### src/sv/lts_pkg.sv
package lts_pkg;

  localparam int QUEUE_DEPTH = 16;
  localparam int KEY_BITS    = 8;
  localparam int ENTRY_BITS  = KEY_BITS + 1;
  localparam int AW          = (QUEUE_DEPTH > 1) ? $clog2(QUEUE_DEPTH) : 1;
  localparam int CW          = $clog2(QUEUE_DEPTH + 1);
  localparam int MAX_RES     = QUEUE_DEPTH + 1;
  localparam int RW          = $clog2(MAX_RES + 1);
  localparam int RIW         = $clog2(MAX_RES);

  typedef logic [1:0] qid_t;

  typedef enum logic [1:0] {
    FN_INIT   = 2'd0,
    FN_SCHED  = 2'd1,
    FN_NEXT   = 2'd2,
    FN_REMOVE = 2'd3
  } func_t;

  typedef enum logic [1:0] {
    KIND_CHAR     = 2'd0,
    KIND_BREF_SET = 2'd1,
    KIND_BREF_NIL = 2'd2,
    KIND_OTHER    = 2'd3
  } kind_t;

  typedef enum logic [3:0] {
    EV_ACCEPTED = 4'd0,
    EV_DUP      = 4'd1,
    EV_FULL     = 4'd2,
    EV_KILLED   = 4'd3,
    EV_GIVEN    = 4'd4,
    EV_NONE     = 4'd5,
    EV_REMOVED  = 4'd6,
    EV_NONE_REM = 4'd7,
    EV_INIT     = 4'd8
  } ev_t;

  typedef enum logic [3:0] {
    S_IDLE,
    S_DISPATCH,
    S_SCAN,
    S_SCHED,
    S_NCHK,
    S_NFETCH,
    S_NDATA,
    S_REM,
    S_RDATA,
    S_OUT
  } state_t;

  typedef enum logic [3:0] {
    OP_IDLE,
    OP_LATCH,
    OP_INIT,
    OP_SCAN_IN,
    OP_SCAN_STEP,
    OP_SCHED,
    OP_ROTATE,
    OP_FETCH,
    OP_GIVE,
    OP_WALK,
    OP_NONE_RES,
    OP_REM_POP,
    OP_REM_PUSH,
    OP_NONE_REM
  } op_t;

  typedef struct packed {
    op_t  op;
    logic out_pop;
  } cmd_t;

  typedef struct packed {
    func_t func;
    logic  scan_fin;
    logic  walk;
    logic  exhausted;
    logic  cur_avail;
    logic  walk_char;
    logic  res_empty;
    logic  res_last;
  } status_t;

endpackage

### src/sv/lts_ram.sv
module lts_ram #(
  parameter int DEPTH = 16,
  parameter int WIDTH = 9
) (
  input  logic                                   clk,
  input  logic                                   we,
  input  logic [((DEPTH > 1) ? $clog2(DEPTH) : 1)-1:0] waddr,
  input  logic [WIDTH-1:0]                       wdata,
  input  logic [((DEPTH > 1) ? $clog2(DEPTH) : 1)-1:0] raddr,
  output logic [WIDTH-1:0]                       rdata
);

  logic [WIDTH-1:0] mem [DEPTH];

  // one write port, registered read
  always_ff @(posedge clk) begin
    if (we) begin
      mem[waddr] <= wdata;
    end
    rdata <= mem[raddr];
  end

endmodule

### src/sv/lts_ctrl.sv
module lts_ctrl (
  input  logic              clk,
  input  logic              rst,
  input  logic              in_valid,
  output logic              in_ready,
  output logic              out_valid,
  input  logic              out_ready,
  input  lts_pkg::status_t  st,
  output lts_pkg::cmd_t     cmd
);

  lts_pkg::state_t state, state_next;

  always_ff @(posedge clk) begin
    if (rst) begin
      state <= lts_pkg::S_IDLE;
    end else begin
      state <= state_next;
    end
  end

  // next state
  always_comb begin
    state_next = state;
    unique case (state)
      lts_pkg::S_IDLE: begin
        if (in_valid) state_next = lts_pkg::S_DISPATCH;
      end
      lts_pkg::S_DISPATCH: begin
        unique case (st.func)
          lts_pkg::FN_INIT:   state_next = lts_pkg::S_OUT;
          lts_pkg::FN_SCHED:  state_next = lts_pkg::S_SCAN;
          lts_pkg::FN_NEXT:   state_next = lts_pkg::S_NCHK;
          lts_pkg::FN_REMOVE: state_next = lts_pkg::S_REM;
          default:            state_next = lts_pkg::S_OUT;
        endcase
      end
      lts_pkg::S_SCAN: begin
        if (st.scan_fin) state_next = lts_pkg::S_SCHED;
      end
      lts_pkg::S_SCHED: begin
        state_next = st.walk ? lts_pkg::S_NCHK : lts_pkg::S_OUT;
      end
      lts_pkg::S_NCHK: state_next = lts_pkg::S_NFETCH;
      lts_pkg::S_NFETCH: begin
        state_next = st.cur_avail ? lts_pkg::S_NDATA : lts_pkg::S_OUT;
      end
      lts_pkg::S_NDATA: begin
        state_next = st.walk_char ? lts_pkg::S_SCAN : lts_pkg::S_OUT;
      end
      lts_pkg::S_REM: begin
        state_next = st.cur_avail ? lts_pkg::S_RDATA : lts_pkg::S_OUT;
      end
      lts_pkg::S_RDATA: state_next = lts_pkg::S_REM;
      lts_pkg::S_OUT: begin
        if (out_ready && st.res_last) state_next = lts_pkg::S_IDLE;
      end
      default: state_next = lts_pkg::S_IDLE;
    endcase
  end

  // outputs
  always_comb begin
    cmd.op      = lts_pkg::OP_IDLE;
    cmd.out_pop = 1'b0;
    in_ready    = 1'b0;
    out_valid   = 1'b0;
    unique case (state)
      lts_pkg::S_IDLE: begin
        in_ready = 1'b1;
        if (in_valid) cmd.op = lts_pkg::OP_LATCH;
      end
      lts_pkg::S_DISPATCH: begin
        if (st.func == lts_pkg::FN_INIT) cmd.op = lts_pkg::OP_INIT;
        else if (st.func == lts_pkg::FN_SCHED) cmd.op = lts_pkg::OP_SCAN_IN;
      end
      lts_pkg::S_SCAN:  cmd.op = lts_pkg::OP_SCAN_STEP;
      lts_pkg::S_SCHED: cmd.op = lts_pkg::OP_SCHED;
      lts_pkg::S_NCHK: begin
        if (st.exhausted) cmd.op = lts_pkg::OP_ROTATE;
      end
      lts_pkg::S_NFETCH: begin
        cmd.op = st.cur_avail ? lts_pkg::OP_FETCH : lts_pkg::OP_NONE_RES;
      end
      lts_pkg::S_NDATA: begin
        cmd.op = st.walk_char ? lts_pkg::OP_WALK : lts_pkg::OP_GIVE;
      end
      lts_pkg::S_REM: begin
        if (st.cur_avail) cmd.op = lts_pkg::OP_REM_POP;
        else if (st.res_empty) cmd.op = lts_pkg::OP_NONE_REM;
      end
      lts_pkg::S_RDATA: cmd.op = lts_pkg::OP_REM_PUSH;
      lts_pkg::S_OUT: begin
        out_valid   = 1'b1;
        cmd.out_pop = out_ready;
      end
      default: cmd.op = lts_pkg::OP_IDLE;
    endcase
  end

endmodule

### src/sv/lts_dp.sv
module lts_dp (
  input  logic                         clk,
  input  logic                         rst,
  input  lts_pkg::cmd_t                cmd,
  input  logic [1:0]                   in_func,
  input  logic [7:0]                   in_key,
  input  logic [1:0]                   in_kind,
  output lts_pkg::status_t             st,
  output logic [3:0]                   out_event,
  output logic [7:0]                   out_thread,
  output logic                         work_left,
  output logic                         done_step
);

  localparam int KB = lts_pkg::KEY_BITS;
  localparam int EB = lts_pkg::ENTRY_BITS;
  localparam int AW = lts_pkg::AW;
  localparam int CW = lts_pkg::CW;
  localparam int RW = lts_pkg::RW;
  localparam int RIW = lts_pkg::RIW;

  // queue bookkeeping
  logic [CW-1:0] cur_count, next_count, sync_count, cursor;
  logic          lock;
  lts_pkg::qid_t cur_id, nxt_id, syn_id;

  // latched item and scan state
  lts_pkg::func_t func_r;
  lts_pkg::kind_t in_kind_r;
  logic [KB-1:0]  key_r;
  logic           char_path, char_flag, walk, dup;
  logic [CW-1:0]  idx, idx_q, kills;
  logic           pend;

  // result buffer
  logic [4+8-1:0] res_buf [lts_pkg::MAX_RES];
  logic [RW-1:0]  res_cnt;
  logic [RIW-1:0] rd_ptr;

  // queue memories
  logic [EB-1:0] rd [3];
  logic          wr_en;
  lts_pkg::qid_t tgt_id;
  logic [CW-1:0] tcnt;
  logic [AW-1:0] cur_addr;
  logic [CW-1:0] cur_dec;

  assign cur_dec  = cur_count - CW'(1);
  assign cur_addr = (cmd.op == lts_pkg::OP_REM_POP) ? cur_dec[AW-1:0] : cursor[AW-1:0];

  for (genvar g = 0; g < 3; g++) begin : g_q
    lts_ram #(.DEPTH(lts_pkg::QUEUE_DEPTH), .WIDTH(EB)) u_ram (
      .clk   (clk),
      .we    (wr_en && (tgt_id == lts_pkg::qid_t'(g))),
      .waddr (tcnt[AW-1:0]),
      .wdata ({char_flag, key_r}),
      .raddr ((cur_id == lts_pkg::qid_t'(g)) ? cur_addr : idx[AW-1:0]),
      .rdata (rd[g])
    );
  end

  // duplicate scan over next and sync, one entry per cycle
  logic [CW-1:0] maxc;
  logic          issue, hit;
  logic [EB-1:0] rdn, rds, rdc;

  assign maxc  = (next_count > sync_count) ? next_count : sync_count;
  assign issue = idx < maxc;
  assign rdn   = rd[nxt_id];
  assign rds   = rd[syn_id];
  assign rdc   = rd[cur_id];
  assign hit   = pend && (((idx_q < next_count) && (rdn[KB-1:0] == key_r)) ||
                          ((idx_q < sync_count) && (rds[KB-1:0] == key_r)));

  // routing and result of a schedule
  logic          tgt_sync;
  lts_pkg::ev_t  sres;

  assign tgt_sync = char_path && (next_count == '0);
  assign tgt_id   = tgt_sync ? syn_id : nxt_id;
  assign tcnt     = tgt_sync ? sync_count : next_count;
  always_comb begin
    priority if (dup) sres = lts_pkg::EV_DUP;
    else if (tcnt == CW'(lts_pkg::QUEUE_DEPTH)) sres = lts_pkg::EV_FULL;
    else sres = lts_pkg::EV_ACCEPTED;
  end
  assign wr_en = (cmd.op == lts_pkg::OP_SCHED) && (sres == lts_pkg::EV_ACCEPTED);

  // result push
  logic          push;
  lts_pkg::ev_t  push_ev;
  logic [7:0]    push_key;

  always_comb begin
    push     = 1'b0;
    push_ev  = lts_pkg::EV_NONE;
    push_key = '0;
    unique case (cmd.op)
      lts_pkg::OP_INIT: begin
        push    = 1'b1;
        push_ev = lts_pkg::EV_INIT;
      end
      lts_pkg::OP_SCHED: begin
        if (walk) begin
          push     = (sres != lts_pkg::EV_ACCEPTED) &&
                     (kills < CW'(lts_pkg::QUEUE_DEPTH));
          push_ev  = lts_pkg::EV_KILLED;
          push_key = 8'(key_r);
        end else begin
          push     = 1'b1;
          push_ev  = sres;
          push_key = (sres == lts_pkg::EV_ACCEPTED) ? 8'(key_r) : 8'd0;
        end
      end
      lts_pkg::OP_GIVE: begin
        push     = 1'b1;
        push_ev  = lts_pkg::EV_GIVEN;
        push_key = 8'(rdc[KB-1:0]);
      end
      lts_pkg::OP_NONE_RES: begin
        push    = 1'b1;
        push_ev = lts_pkg::EV_NONE;
      end
      lts_pkg::OP_REM_PUSH: begin
        push     = 1'b1;
        push_ev  = lts_pkg::EV_REMOVED;
        push_key = 8'(rdc[KB-1:0]);
      end
      lts_pkg::OP_NONE_REM: begin
        push    = 1'b1;
        push_ev = lts_pkg::EV_NONE_REM;
      end
      default: push = 1'b0;
    endcase
  end

  // control registers
  always_ff @(posedge clk) begin
    if (rst) begin
      cur_count  <= '0;
      next_count <= '0;
      sync_count <= '0;
      cursor     <= '0;
      lock       <= 1'b0;
      cur_id     <= 2'd0;
      nxt_id     <= 2'd1;
      syn_id     <= 2'd2;
      res_cnt    <= '0;
      rd_ptr     <= '0;
      kills      <= '0;
      idx        <= '0;
      pend       <= 1'b0;
      dup        <= 1'b0;
    end else begin
      if (push && (res_cnt < RW'(lts_pkg::MAX_RES))) begin
        res_cnt <= res_cnt + RW'(1);
      end
      if (cmd.out_pop) begin
        rd_ptr <= rd_ptr + RIW'(1);
      end
      unique case (cmd.op)
        lts_pkg::OP_LATCH: begin
          res_cnt <= '0;
          rd_ptr  <= '0;
          kills   <= '0;
        end
        lts_pkg::OP_INIT: begin
          cursor <= '0;
          lock   <= 1'b0;
        end
        lts_pkg::OP_SCAN_IN, lts_pkg::OP_WALK: begin
          idx  <= '0;
          pend <= 1'b0;
          dup  <= 1'b0;
        end
        lts_pkg::OP_SCAN_STEP: begin
          if (issue) idx <= idx + CW'(1);
          pend <= issue;
          if (hit) dup <= 1'b1;
        end
        lts_pkg::OP_SCHED: begin
          if (wr_en) begin
            if (tgt_sync) sync_count <= sync_count + CW'(1);
            else next_count <= next_count + CW'(1);
          end
          if (walk && push) kills <= kills + CW'(1);
        end
        lts_pkg::OP_ROTATE: begin
          cursor <= '0;
          if (next_count == '0) begin
            lock       <= 1'b1;
            cur_id     <= syn_id;
            syn_id     <= cur_id;
            cur_count  <= sync_count;
            sync_count <= '0;
          end else begin
            lock       <= 1'b0;
            cur_id     <= nxt_id;
            nxt_id     <= cur_id;
            cur_count  <= next_count;
            next_count <= '0;
          end
        end
        lts_pkg::OP_FETCH:   cursor <= cursor + CW'(1);
        lts_pkg::OP_REM_POP: cur_count <= cur_dec;
        default: ;
      endcase
    end
  end

  // kind held from the accepted beat
  always_ff @(posedge clk) begin
    if (cmd.op == lts_pkg::OP_LATCH) begin
      in_kind_r <= lts_pkg::kind_t'(in_kind);
    end
  end

  // payload registers
  always_ff @(posedge clk) begin
    if (cmd.op == lts_pkg::OP_LATCH) begin
      func_r <= lts_pkg::func_t'(in_func);
      key_r  <= KB'(in_key);
    end
    if (cmd.op == lts_pkg::OP_SCAN_IN) begin
      char_path <= (in_kind_r == lts_pkg::KIND_CHAR) || (in_kind_r == lts_pkg::KIND_BREF_SET);
      char_flag <= (in_kind_r == lts_pkg::KIND_CHAR);
      walk      <= 1'b0;
    end
    if (cmd.op == lts_pkg::OP_WALK) begin
      key_r     <= rdc[KB-1:0];
      char_path <= 1'b1;
      char_flag <= 1'b1;
      walk      <= 1'b1;
    end
    if (cmd.op == lts_pkg::OP_SCAN_STEP) begin
      idx_q <= idx;
    end
    if (push && (res_cnt < RW'(lts_pkg::MAX_RES))) begin
      res_buf[res_cnt[RIW-1:0]] <= {push_ev, push_key};
    end
  end

  // status back to the controller
  assign st.func      = func_r;
  assign st.scan_fin  = hit || (!issue && !pend);
  assign st.walk      = walk;
  assign st.exhausted = cursor >= cur_count;
  assign st.cur_avail = cursor < cur_count;
  assign st.walk_char = rdc[KB] && !lock;
  assign st.res_empty = res_cnt == '0;
  assign st.res_last  = (RW'(rd_ptr) + RW'(1)) == res_cnt;

  // result beat
  assign out_event  = res_buf[rd_ptr][11:8];
  assign out_thread = res_buf[rd_ptr][7:0];
  assign work_left  = (cursor < cur_count) || (next_count != '0) || (sync_count != '0);
  assign done_step  = (cursor >= cur_count) && lock;

endmodule

### src/sv/lockstep_thread_scheduler.sv
// Channel  Dir  Beat
// s_*      in   tdata: thread_key[7:0], thread_kind[9:8]; tuser: func[1:0]
// m_*      out  tdata: out_thread[7:0], work_left[8], done_step[9];
//               tuser: event_res[3:0]; tlast: last result of the item
//
// One item at a time: s_tready is high only when idle.
// Schedule: a duplicate scan over next and sync at one entry per cycle, then the schedule step.
// Next: check, fetch and data states per walked entry plus a scan per rescheduled one.
// Remove: pop and data states per popped entry. Then one result beat per cycle while m_tready is high.
// Reset (rst, synchronous) empties all queues; queue memories are not cleared.
// m_tready low holds the current result beat; no input is taken meanwhile.
module lockstep_thread_scheduler (
  input  logic        clk,
  input  logic        rst,
  input  logic        s_tvalid,
  output logic        s_tready,
  input  logic [15:0] s_tdata,   // thread_key[7:0], thread_kind[9:8], zeros
  input  logic [1:0]  s_tuser,   // func[1:0]
  output logic        m_tvalid,
  input  logic        m_tready,
  output logic [15:0] m_tdata,   // out_thread[7:0], work_left[8], done_step[9], zeros
  output logic [3:0]  m_tuser,   // event_res[3:0]
  output logic        m_tlast
);

  lts_pkg::cmd_t    cmd;
  lts_pkg::status_t st;
  logic [7:0]       out_thread;
  logic             work_left, done_step;

  lts_ctrl u_ctrl (
    .clk       (clk),
    .rst       (rst),
    .in_valid  (s_tvalid),
    .in_ready  (s_tready),
    .out_valid (m_tvalid),
    .out_ready (m_tready),
    .st        (st),
    .cmd       (cmd)
  );

  lts_dp u_dp (
    .clk        (clk),
    .rst        (rst),
    .cmd        (cmd),
    .in_func    (s_tuser),
    .in_key     (s_tdata[7:0]),
    .in_kind    (s_tdata[9:8]),
    .st         (st),
    .out_event  (m_tuser),
    .out_thread (out_thread),
    .work_left  (work_left),
    .done_step  (done_step)
  );

  assign m_tdata = {6'd0, done_step, work_left, out_thread};
  assign m_tlast = st.res_last;

`ifndef SYNTH
  // a result beat is never offered with an empty buffer
  a_out_has_res: assert property (@(posedge clk) disable iff (rst)
    m_tvalid |-> !st.res_empty) else $error("result beat with empty buffer");

  // input and output sides never open together
  a_one_side: assert property (@(posedge clk) disable iff (rst)
    !(m_tvalid && s_tready)) else $error("input taken while results pending");

  // an accepted item closes the input side
  a_accept_busy: assert property (@(posedge clk) disable iff (rst)
    (s_tvalid && s_tready) |=> !s_tready) else $error("ready after accept");

  // the last result beat returns to idle
  a_last_idle: assert property (@(posedge clk) disable iff (rst)
    (m_tvalid && m_tready && m_tlast) |=> s_tready) else $error("not idle after last");
`endif

endmodule
### config.mk
export PLATFORM = sky130hd
export DESIGN_NAME = lockstep_thread_scheduler
export DESIGN_NICKNAME = d
export VERILOG_FILES = /design/src/sv/lts_pkg.sv /design/src/sv/lts_ram.sv /design/src/sv/lts_ctrl.sv /design/src/sv/lts_dp.sv /design/src/sv/lockstep_thread_scheduler.sv
export SDC_FILE = /design/constraint.sdc
export NUM_CORES = 1
export LEC_CHECK = 0
export BUFFER_PORTS_ARGS = -buffer_cell sky130_fd_sc_hd__buf_4
export CAP_MARGIN = 20
export CELL_PAD_IN_SITES_DETAIL_PLACEMENT = 2
export CELL_PAD_IN_SITES_GLOBAL_PLACEMENT = 2
export CORE_MARGIN = 2
export CORE_UTILIZATION = 52
export CTS_CLUSTER_DIAMETER = 200
export CTS_CLUSTER_SIZE = 28
export DETAILED_ROUTE_END_ITERATION = 8
export PLACE_DENSITY_LB_ADDON = 0.12
export SLEW_MARGIN = 20
export SYNTH_ARGS = -nofsm -noshare
export SYNTH_HDL_FRONTEND = slang
export SYNTH_HIERARCHICAL = 1
export SYNTH_SLANG_ARGS = --single-unit
### constraint.sdc
create_clock -name clk -period 14.24 [get_ports clk]
set_clock_uncertainty 0.2 [all_clocks]
set_input_delay 1.424 -clock clk [delete_from_list [all_inputs] [get_ports clk]]
set_output_delay 1.424 -clock clk [all_outputs]
set_load 0.02 [all_outputs]
Word level (Yosys, flattened, before mapping)
Memories as Yosys holds them, arrays and structs flattened. A register that Yosys moved wholly into a read port is not among the register bits.
Index checks and enable logic that the tools add are counted.
Storage, ports and cells
  bits in registers: 73
  bits in latches: 0
  memory bits (writable): 636
  bits in read-only memories: 0
  bits of input ports: 22
  output and inout port bits: 23
  logic and storage cells: 227
  memories: 4
Memories
  u_dp.res_buf: depth 17, bits a word 12, rd ports 1, clocked after memory_dff 1, wr ports 1, RTL line lts_dp.sv:36  | logic [4+8-1:0] res_buf [lts_pkg::MAX_RES];
  u_dp.g_q[0].u_ram.mem: depth 16, bits a word 9, rd ports 1, clocked after memory_dff 1, wr ports 1, RTL line lts_ram.sv:13  | logic [WIDTH-1:0] mem [DEPTH];
  u_dp.g_q[1].u_ram.mem: depth 16, bits a word 9, rd ports 1, clocked after memory_dff 1, wr ports 1, RTL line lts_ram.sv:13
  u_dp.g_q[2].u_ram.mem: depth 16, bits a word 9, rd ports 1, clocked after memory_dff 1, wr ports 1, RTL line lts_ram.sv:13
Operators by class
  add/subtract/negate cells: 8
  multiply operators: 0
  divide/modulo/power cells: 0
  order comparisons: 11
  equality and inequality tests: 45
  shifts and indexed selects: 0
  muxes and demuxes: 79
  bitwise operators: 4
  reduce and logical (&&, ||, !) cells: 54
Operator list (number)
  5-bit two-way mux: 13
  4-bit two-way mux: 16
  8-bit two-way mux: 8
  5-bit case mux with 2 select lines: 6
  9-bit binary-select mux with 2-bit select: 3
  4-bit case mux with 10 select lines: 1
  4-bit case mux with 9 select lines: 1
  5-bit by 1-bit adder with 5-bit output, second input constant: 7
  4-bit by 3-bit == test with 1-bit output, second input constant: 8
  4-bit == test, second input constant: 8
  5-bit less-than comparator: 4
  4-bit case mux with 5 select lines: 1
  9-bit two-way mux: 2
  1-bit two-way mux: 17
  4-bit by 2-bit == test with 1-bit output, second input constant: 4
  8-bit == test: 2
  4-bit case mux with 4 select lines: 1
  8-bit case mux with 2 select lines: 1
  1-bit logical AND: 15
  2-bit nonzero test: 7
  2-bit by 1-bit inequality test with 1-bit output, second input constant: 6
  5-bit zero test: 2
  5-bit less-than comparator, second input constant: 2
  2-bit inequality test, second input constant: 5
  25 further kinds: 61

Depth between registers and ports, before layout
Gate-level depths: netlist of the first run.
  depth after elaboration: 13
  depth in mapped cells: 22
  mapped depth without buffers: 19

Cells and area by module
Netlist of the first run, hierarchy kept.
Modules (own cells, without submodules)
  lts_ram: instances 3, cells each 254, area an instance 5780.5 um^2, sequential area each 4504.3 um^2
  lts_dp: instances 1, cells each 978, area an instance 13221.4 um^2, sequential area each 7777.5 um^2
  lts_ctrl: instances 1, cells each 87, area an instance 619.3 um^2, sequential area each 80.1 um^2
  lockstep_thread_scheduler: instances 1, cells each 9, area an instance 63.8 um^2, sequential area each 0.0 um^2

Least setup slack after synthesis of the first run
Ideal clock, no wire load.
  path kind: flip-flop to flip-flop
  start point: register u_dp.cur_count[1]
  end point: memory u_dp/res_buf[16][0] (netlist bit), enable pin
  setup time: 0.417 ns
  data arrival time: 4.586 ns
  required time: 13.623 ns
  path slack: 9.038 ns
  cell stages (with the launch flop): 18
  path buffers: 1
  period minus slack after synthesis: 5.202 ns
  cell sequence: dfxtp_1 > inv_1 > ha_1 > nor2b_1 > o21a_1 > o21a_1 > o21ai_0 > nor2b_1 > o21ai_0 > o21ai_0 > nand2_1 > o21ai_0 > buf_1 > nor2_1 > a311oi_1 > o21a_4 > nand2_1 > nor4b_1
RTL lines
  from (decl): RTL line lts_dp.sv:23  | logic [CW-1:0] cur_count, next_count, sync_count, cursor;
  from (signal assigned): RTL line lts_dp.sv:194  | cur_count <= sync_count;
  from (signal assigned): RTL line lts_dp.sv:200  | cur_count <= next_count;
  from (signal assigned): RTL line lts_dp.sv:205  | lts_pkg::OP_REM_POP: cur_count <= cur_dec;
  to (decl): RTL line lts_dp.sv:36

==> run metrics, run 1 <==
CTS tree=built; DRC viols=0; P_sw=1690 uW; initial antenna violation count=2; pin count of the biggest net entering global routing=55; worst-margin pin slew=1.15 ns; commonest cells in the netlist=edfxtp_1 (653), nor2_1 (124), mux4_2 (123); Final Hold Viols=0; Required @ worst endpoint=14.56 ns; YS warnings=6; Syn-to-layout area delta=6.21%; outcome=complete, no violations; Root Driver=clkbuf_16; crit share post-route=52.5%; Detailed Route Iter0 Violations=1528; Seq/Total Area, Yosys=68.4%; Post-synth EDFFs=653; # port buffers=32; maxcap violations=0; area leader, netlist=edfxtp_1; H-tree depth=1; # rows=89; HP Class=flip-flop to flip-flop; CP Launch Type=flip-flop; critical path peak fanout=36; chip width=around 250 um; Max-slew headroom=23.3%; final setup fails=0; clock period minus worst slack=7.48 ns; Max IR drop VDD=0.000106 V; CTS Buf Count=30; Sink Count=around 740; DRT Wirelength=92400 um; endpoint class of the critical path=flip-flop; count leader, synth=edfxtp_1; Fin Hold WS=0.300 ns; CP Launch Point=u_dp/cur_count[1]; total grt overflow=0; worst reg2reg setup slack=between 6 and 7 ns; initial core utilization=between 50% and 60%; post-synth top area share=62.8%; Core Area=about 0.059 sq mm; setup bufs post-CTS=0; io pins=between 40 and 50; reg-to-reg endpoint=u_dp/g_q[0].u_ram/rdata[6]; final count of pins violating max slew=0; area of the die=0.0621 sq mm; Cell Area, Synth=0.0312 sq mm; Switching Fraction=32.4%; first-pass GRT wire length=~130000 um; fmax=between 100 and 150 MHz; leakage power=between 0.01 and 0.015 uW; Placer Congestion=approximately 0.77; Mean Syn Cell Area=around 17 sq um; worst r2r src=u_dp/cur_count[1]; Int Pwr=approximately 3500 uW; Clk pwr share=20.3%; clock buffer depth=3; arrival time at the worst endpoint=7.80 ns; number of global-route vias before repair=19200; post-CTS sizing=0; cell count of the worst reg-to-reg path=19; Comb power frac=around a quarter; Hold Startpoint=u_dp/cursor[4]; Detail Placement HPWL=61800 um; Worst-path clk slew=0.11 ns; Seq pwr share=between 50% and 60%; Die Y=249 um; Pre-antenna DRT Iters=6; top_reg_cell synth=edfxtp_1; CTS Hold Bufs=0; Nets=between 1500 and 2000; via count=17600; sum of negative setup slack=0 ns; unrepaired setup endpoints after global routing=no; DRT antenna net count=0; PwrDens=157 mW/mm^2; post-synthesis async set-or-reset flop share=0%; top post-synthesis cells by area=edfxtp_1 (63%), mux4_2 (8.9%), dfxtp_1 (5.6%); flip-flop and latch count after synthesis=741; clk_lat worst skew=0.65 ns; global-route usage over all layers=29.8%; Post-Syn Instances=1836; routed vias/inst=approximately 6.7; post-synth cell types=88; routed len/inst=34.9 um; crit path to=u_dp/g_q[0].u_ram/rdata[6]; WS Path Type=flip-flop to flip-flop; layout cell share with drive strength beyond 1=16.9%
[worst min path at each step]
stage                                 to  slack, ns  cells after the start
after floorplan            u_dp/idx_q[3]       0.23                      0
after global placement     u_dp/kills[3]       0.27                      1
after detailed placement   u_dp/idx_q[4]       0.28                      0
after CTS                 u_dp/cursor[4]       0.30                      2
after global routing           u_dp/lock       0.31                      2
final                     u_dp/cursor[4]       0.30                      2
[per-stage QoR]
stage	std cells	power (uW)	util, %	setup WS (ns)	area (sq um)
after CTS	2643	5220	55.9	6.79	33100
after detailed placement	2587	4170	54.5	6.90	32300
after floorplan	1841	3610	-	9.04	31300
final	2645	5220	56.0	6.76	33200
after global placement	2587	4010	54.5	7.22	32300
after global routing	2644	5370	56.0	6.44	33200
[cell type report]
cell class | instances | area (sq um)
Tap cell | 773 | 967
Multi-Input combinational cell | 972 | 9310
Fill cell | 5012 | 26100
Clock inverter | 2 | 32.5
Antenna cell | 1 | 2.50
Sequential cell | 741 | 21400
Timing Repair Buffer | 70 | 529
Clock buffer | 54 | 841
Inverter | 32 | 120
[state kept, by name (all words and copies together), names as in the netlist, 2 cells and up, named ones only]
| register | flops |
|---|---|
| u_dp/kills | 5 |
| u_dp/nxt_id | 2 |
| u_dp/func_r | 2 |
| u_dp/in_kind_r | 2 |
| u_dp/idx_q | 5 |
| u_dp/sync_count | 5 |
| u_dp/idx | 5 |
| u_dp/g_q.u_ram/rdata | 27 |
| u_dp/next_count | 5 |
| u_ctrl/state | 4 |
| u_dp/cur_id | 2 |
| u_dp/res_cnt | 5 |
| u_dp/rd_ptr | 5 |
| u_dp/cur_count | 5 |
| u_dp/key_r | 8 |
| u_dp/syn_id | 2 |
| u_dp/g_q.u_ram/mem | 432 |
| u_dp/cursor | 5 |
| u_dp/res_buf | 204 |
[per-layer routing]
metal / track usage [%] / routed length, um
met1: 36.5 / 34800
met3: 2.74 / 4360
met4: 13.0 / 4680
met2: 53.9 / 48500
met5: 0 / 0
[worst max-delay path, stage by stage, from the launching register on]
cell	delay (ns)
dfxtp_1	0.40
inv_1	0.10
ha_1	0.32
nor2b_1	0.14
o21a_1	0.16
o21a_1	0.16
o21ai_0	0.21
nor2b_1	0.65
nand2b_1	0.27
o21ai_0	0.12
a21oi_1	0.19
o21ai_1	0.23
nor2b_1	0.84
nand3_1	0.65
a21oi_1	1.06
o21ai_4	0.11
buf_4	0.37
mux4_1	0.59
a22oi_1	0.42
nand2_1	0.12
[cells in the final DEF, fill, tap and decap left out, types with 12 or more instances in the layout]
master and instances:
edfxtp_1 653, mux4_2 123, nand2_1 108, nor2_1 103
dfxtp_1 84, buf_4 69, a22oi_1 55, a21oi_1 53
mux4_1 45, ha_1 41, o21ai_0 40, mux2i_1 34
clkbuf_16 30, inv_1 28, nand3_1 27, nand2b_1 25
clkbuf_1 24, mux2_2 23, nor2_2 20, nand3b_1 19
nor3_1 18, nor2b_1 15, xnor2_1 14, xor2_1 12
[power groups by stage]
| stage | logic [uW] | clock network (uW) | registers [uW] |
|---|---|---|---|
| after floorplan | 682 | 0 | 2930 |
| after global placement | 1100 | 0 | 2910 |
| after detailed placement | 1230 | 0 | 2950 |
| after CTS | 1240 | 1080 | 2900 |
| after global routing | 1330 | 1130 | 2910 |
| final | 1250 | 1060 | 2900 |
[kinds of logic (layout without fill, tap and decap cells)]
group | Yosys count | in the layout | share of synthesized area [%]
flip-flops | 741 | 741 | 68.4
AND/OR/NAND/NOR | 420 | 420 | 6.71
AO/OA/AOI/OAI | 254 | 254 | 5.56
multiplexers | 225 | 225 | 14.6
buffers and inverters | 128 | 158 | 2.39
adder cells (fa/ha/maj) | 41 | 41 | 1.64
XOR/XNOR | 26 | 26 | 0.729
other | 1 | 7 | 0.0120
(Power assumes the default switching activity.)
==> inputs of run 2 (changes only) <==
- CORE_UTILIZATION: 52 -> 48
- clock period: 14.24 -> 7.3 ns (I/O delays scaled with it)
==> run metrics, run 2 (same netlist as run 1, synthesis figures left out) <==
Detail Placement HPWL=57100 um; cell area after layout=0.0334 sq mm; Reg area=0.0214 sq mm; CP max stage delay=0.77 ns; DRT antenna net count=0; post-CTS sizing=0; DRC viols=0; Hold Crit Depth=1; Layout Cells excl Fill=2749; Root Driver=clkbuf_16; maxcap violations=0; via count=17100; Pre-antenna DRT Iters=5; WS Path Type=flip-flop to flip-flop; Nets=just under 2000; initial core utilization=roughly 48%; leakage power=~0.010 uW; Multi-input gate area=between 0.009 and 0.01 sq mm; Final Util=51.8%; clk_lat worst skew=0.66 ns; worst-margin pin slew=1.06 ns; clock buffer depth=3; dpl cell area=0.0325 sq mm; clock period minus worst slack=6.52 ns; first-pass GRT wire length=127000 um; CP Launch Type=flip-flop; endpoint class of the critical path=flip-flop; Hold Startpoint=s_tuser[0]; # rows=93; setup bufs post-CTS=0; layout cell share with drive strength beyond 1=16.9%; routed len/inst=31.1 um; Slowest-stage cell, CP=a21oi_1; unrepaired setup endpoints after global routing=no; Detailed Route Iter0 Violations=1520; routed vias/inst=6.21; HP Class=primary input to flip-flop; Fin Hold WS=about 0.037 ns; outcome=complete, no violations; H-tree depth=1; CP Launch Point=u_dp/cur_count[1]; initial antenna violation count=5; crit-path cells=inv_1 > ha_1 > nor2b_1 > o21a_1 > o21a_1 > o21ai_0 > nor2b_1 > nand2b_1 > o21ai_0 > nand2_1 > o21ai_1 > buf_4 > nor2b_1 > nand2_1 > nor2_1 > nand2_1 > a21oi_1 > or3b_2 > nor2_1; Max IR drop VDD=0.000195 V; pin count of the biggest net entering global routing=55; commonest non-fill, non-tap cell in the layout=edfxtp_1; cell count of the worst reg-to-reg path=19; Syn-to-layout area delta=6.93%; total grt overflow=0; worst reg2reg setup slack=0.78 ns; crit share post-route=89.3%; chip width=259 um; final count of pins violating max slew=0; Final Hold Viols=0; max reg flops=approximately 430; critical path peak fanout=14; # port buffers=32; io pins=45; Fillers=about 5700; arrival time at the worst endpoint=about 6.6 ns; Worst Hold End=u_dp/func_r[0]; sum of negative setup slack=0 ns; Placer Congestion=0.771; Required @ worst endpoint=7.37 ns; family with the most delay on the worst path=simple AND/OR/NAND/NOR gates; CTS Buf Count=30; Core Area=0.0645 sq mm; worst r2r src=u_dp/cur_count[1]; CTS Hold Bufs=0; global-route usage over all layers=25.8%; number of global-route vias before repair=18600; PwrDens=~300 mW/mm^2; most frequent cells in the layout=edfxtp_1 (653), mux4_2 (123), nor2_1 (120); DRT Wirelength=85500 um; reg-to-reg endpoint=u_dp/g_q[0].u_ram/mem[1][7]; Buf/Inv on CP=2; CTS tree=built; Worst-path clk slew=approximately 0.12 ns; Max-slew headroom=just under 30%; final setup fails=0; Die Y=between 200 and 300 um; fmax=153 MHz; area of the die=0.0672 sq mm; Inst Count DP=~2700; Largest Register=u_dp/g_q.u_ram/mem; Sink Count=~740
run 2: cell count changes in the layout (fill, tap and decap cells not counted), sizes merged:
cell	change
buf	+21
clkbuf	+1
clkinv	-1
diode	+1
run 2: power by group:
part	internal (uW)	switching [uW]
Combinational	745	1670
Clock	816	1260
Sequential	5360	251
run 2: worst max-delay path by stage:
stage                                   to  slack [ns]  depth (start not counted)
2_1_floorplan          u_dp/res_buf[16][0]        2.10                         17
3_3_place_gp   u_dp/g_q[0].u_ram/mem[2][3]        1.18                         19
3_5_place_dp   u_dp/g_q[0].u_ram/mem[1][3]        0.87                         19
4_1_cts        u_dp/g_q[0].u_ram/mem[1][0]        0.81                         19
5_1_grt        u_dp/g_q[0].u_ram/mem[2][8]        0.35                         19
6_report       u_dp/g_q[0].u_ram/mem[1][7]        0.78                         19
run 2: layout make-up:
type                       count  share of cell area (%)
antenna                        2                  0.0150
clock buffer                  55                    2.59
clock inverter                 1                  0.0487
inverter                      32                   0.359
multi-input combinational    972                    27.7
sequential                   741                    64.0
tap                          855                    3.20
timing repair buffer          91                    2.09
run 2: metrics by stage:
step                worst slack, ns  total power, uW
floorplan                      2.10             7050
global placement               1.18             7890
detailed placement            0.875             8110
CTS                           0.811            10200
global route                  0.346            10500
finish                        0.780            10100
run 2: metal layers:
layer / up-vias / routed length, um / global-route usage [%]
li1: 7372 / - / -
met1: 9082 / 34400 / 33.0
met2: 454 / 44400 / 46.1
met3: 157 / 3600 / 3.06
met4: 2 / 3020 / 8.46
met5: - / 13 / 0
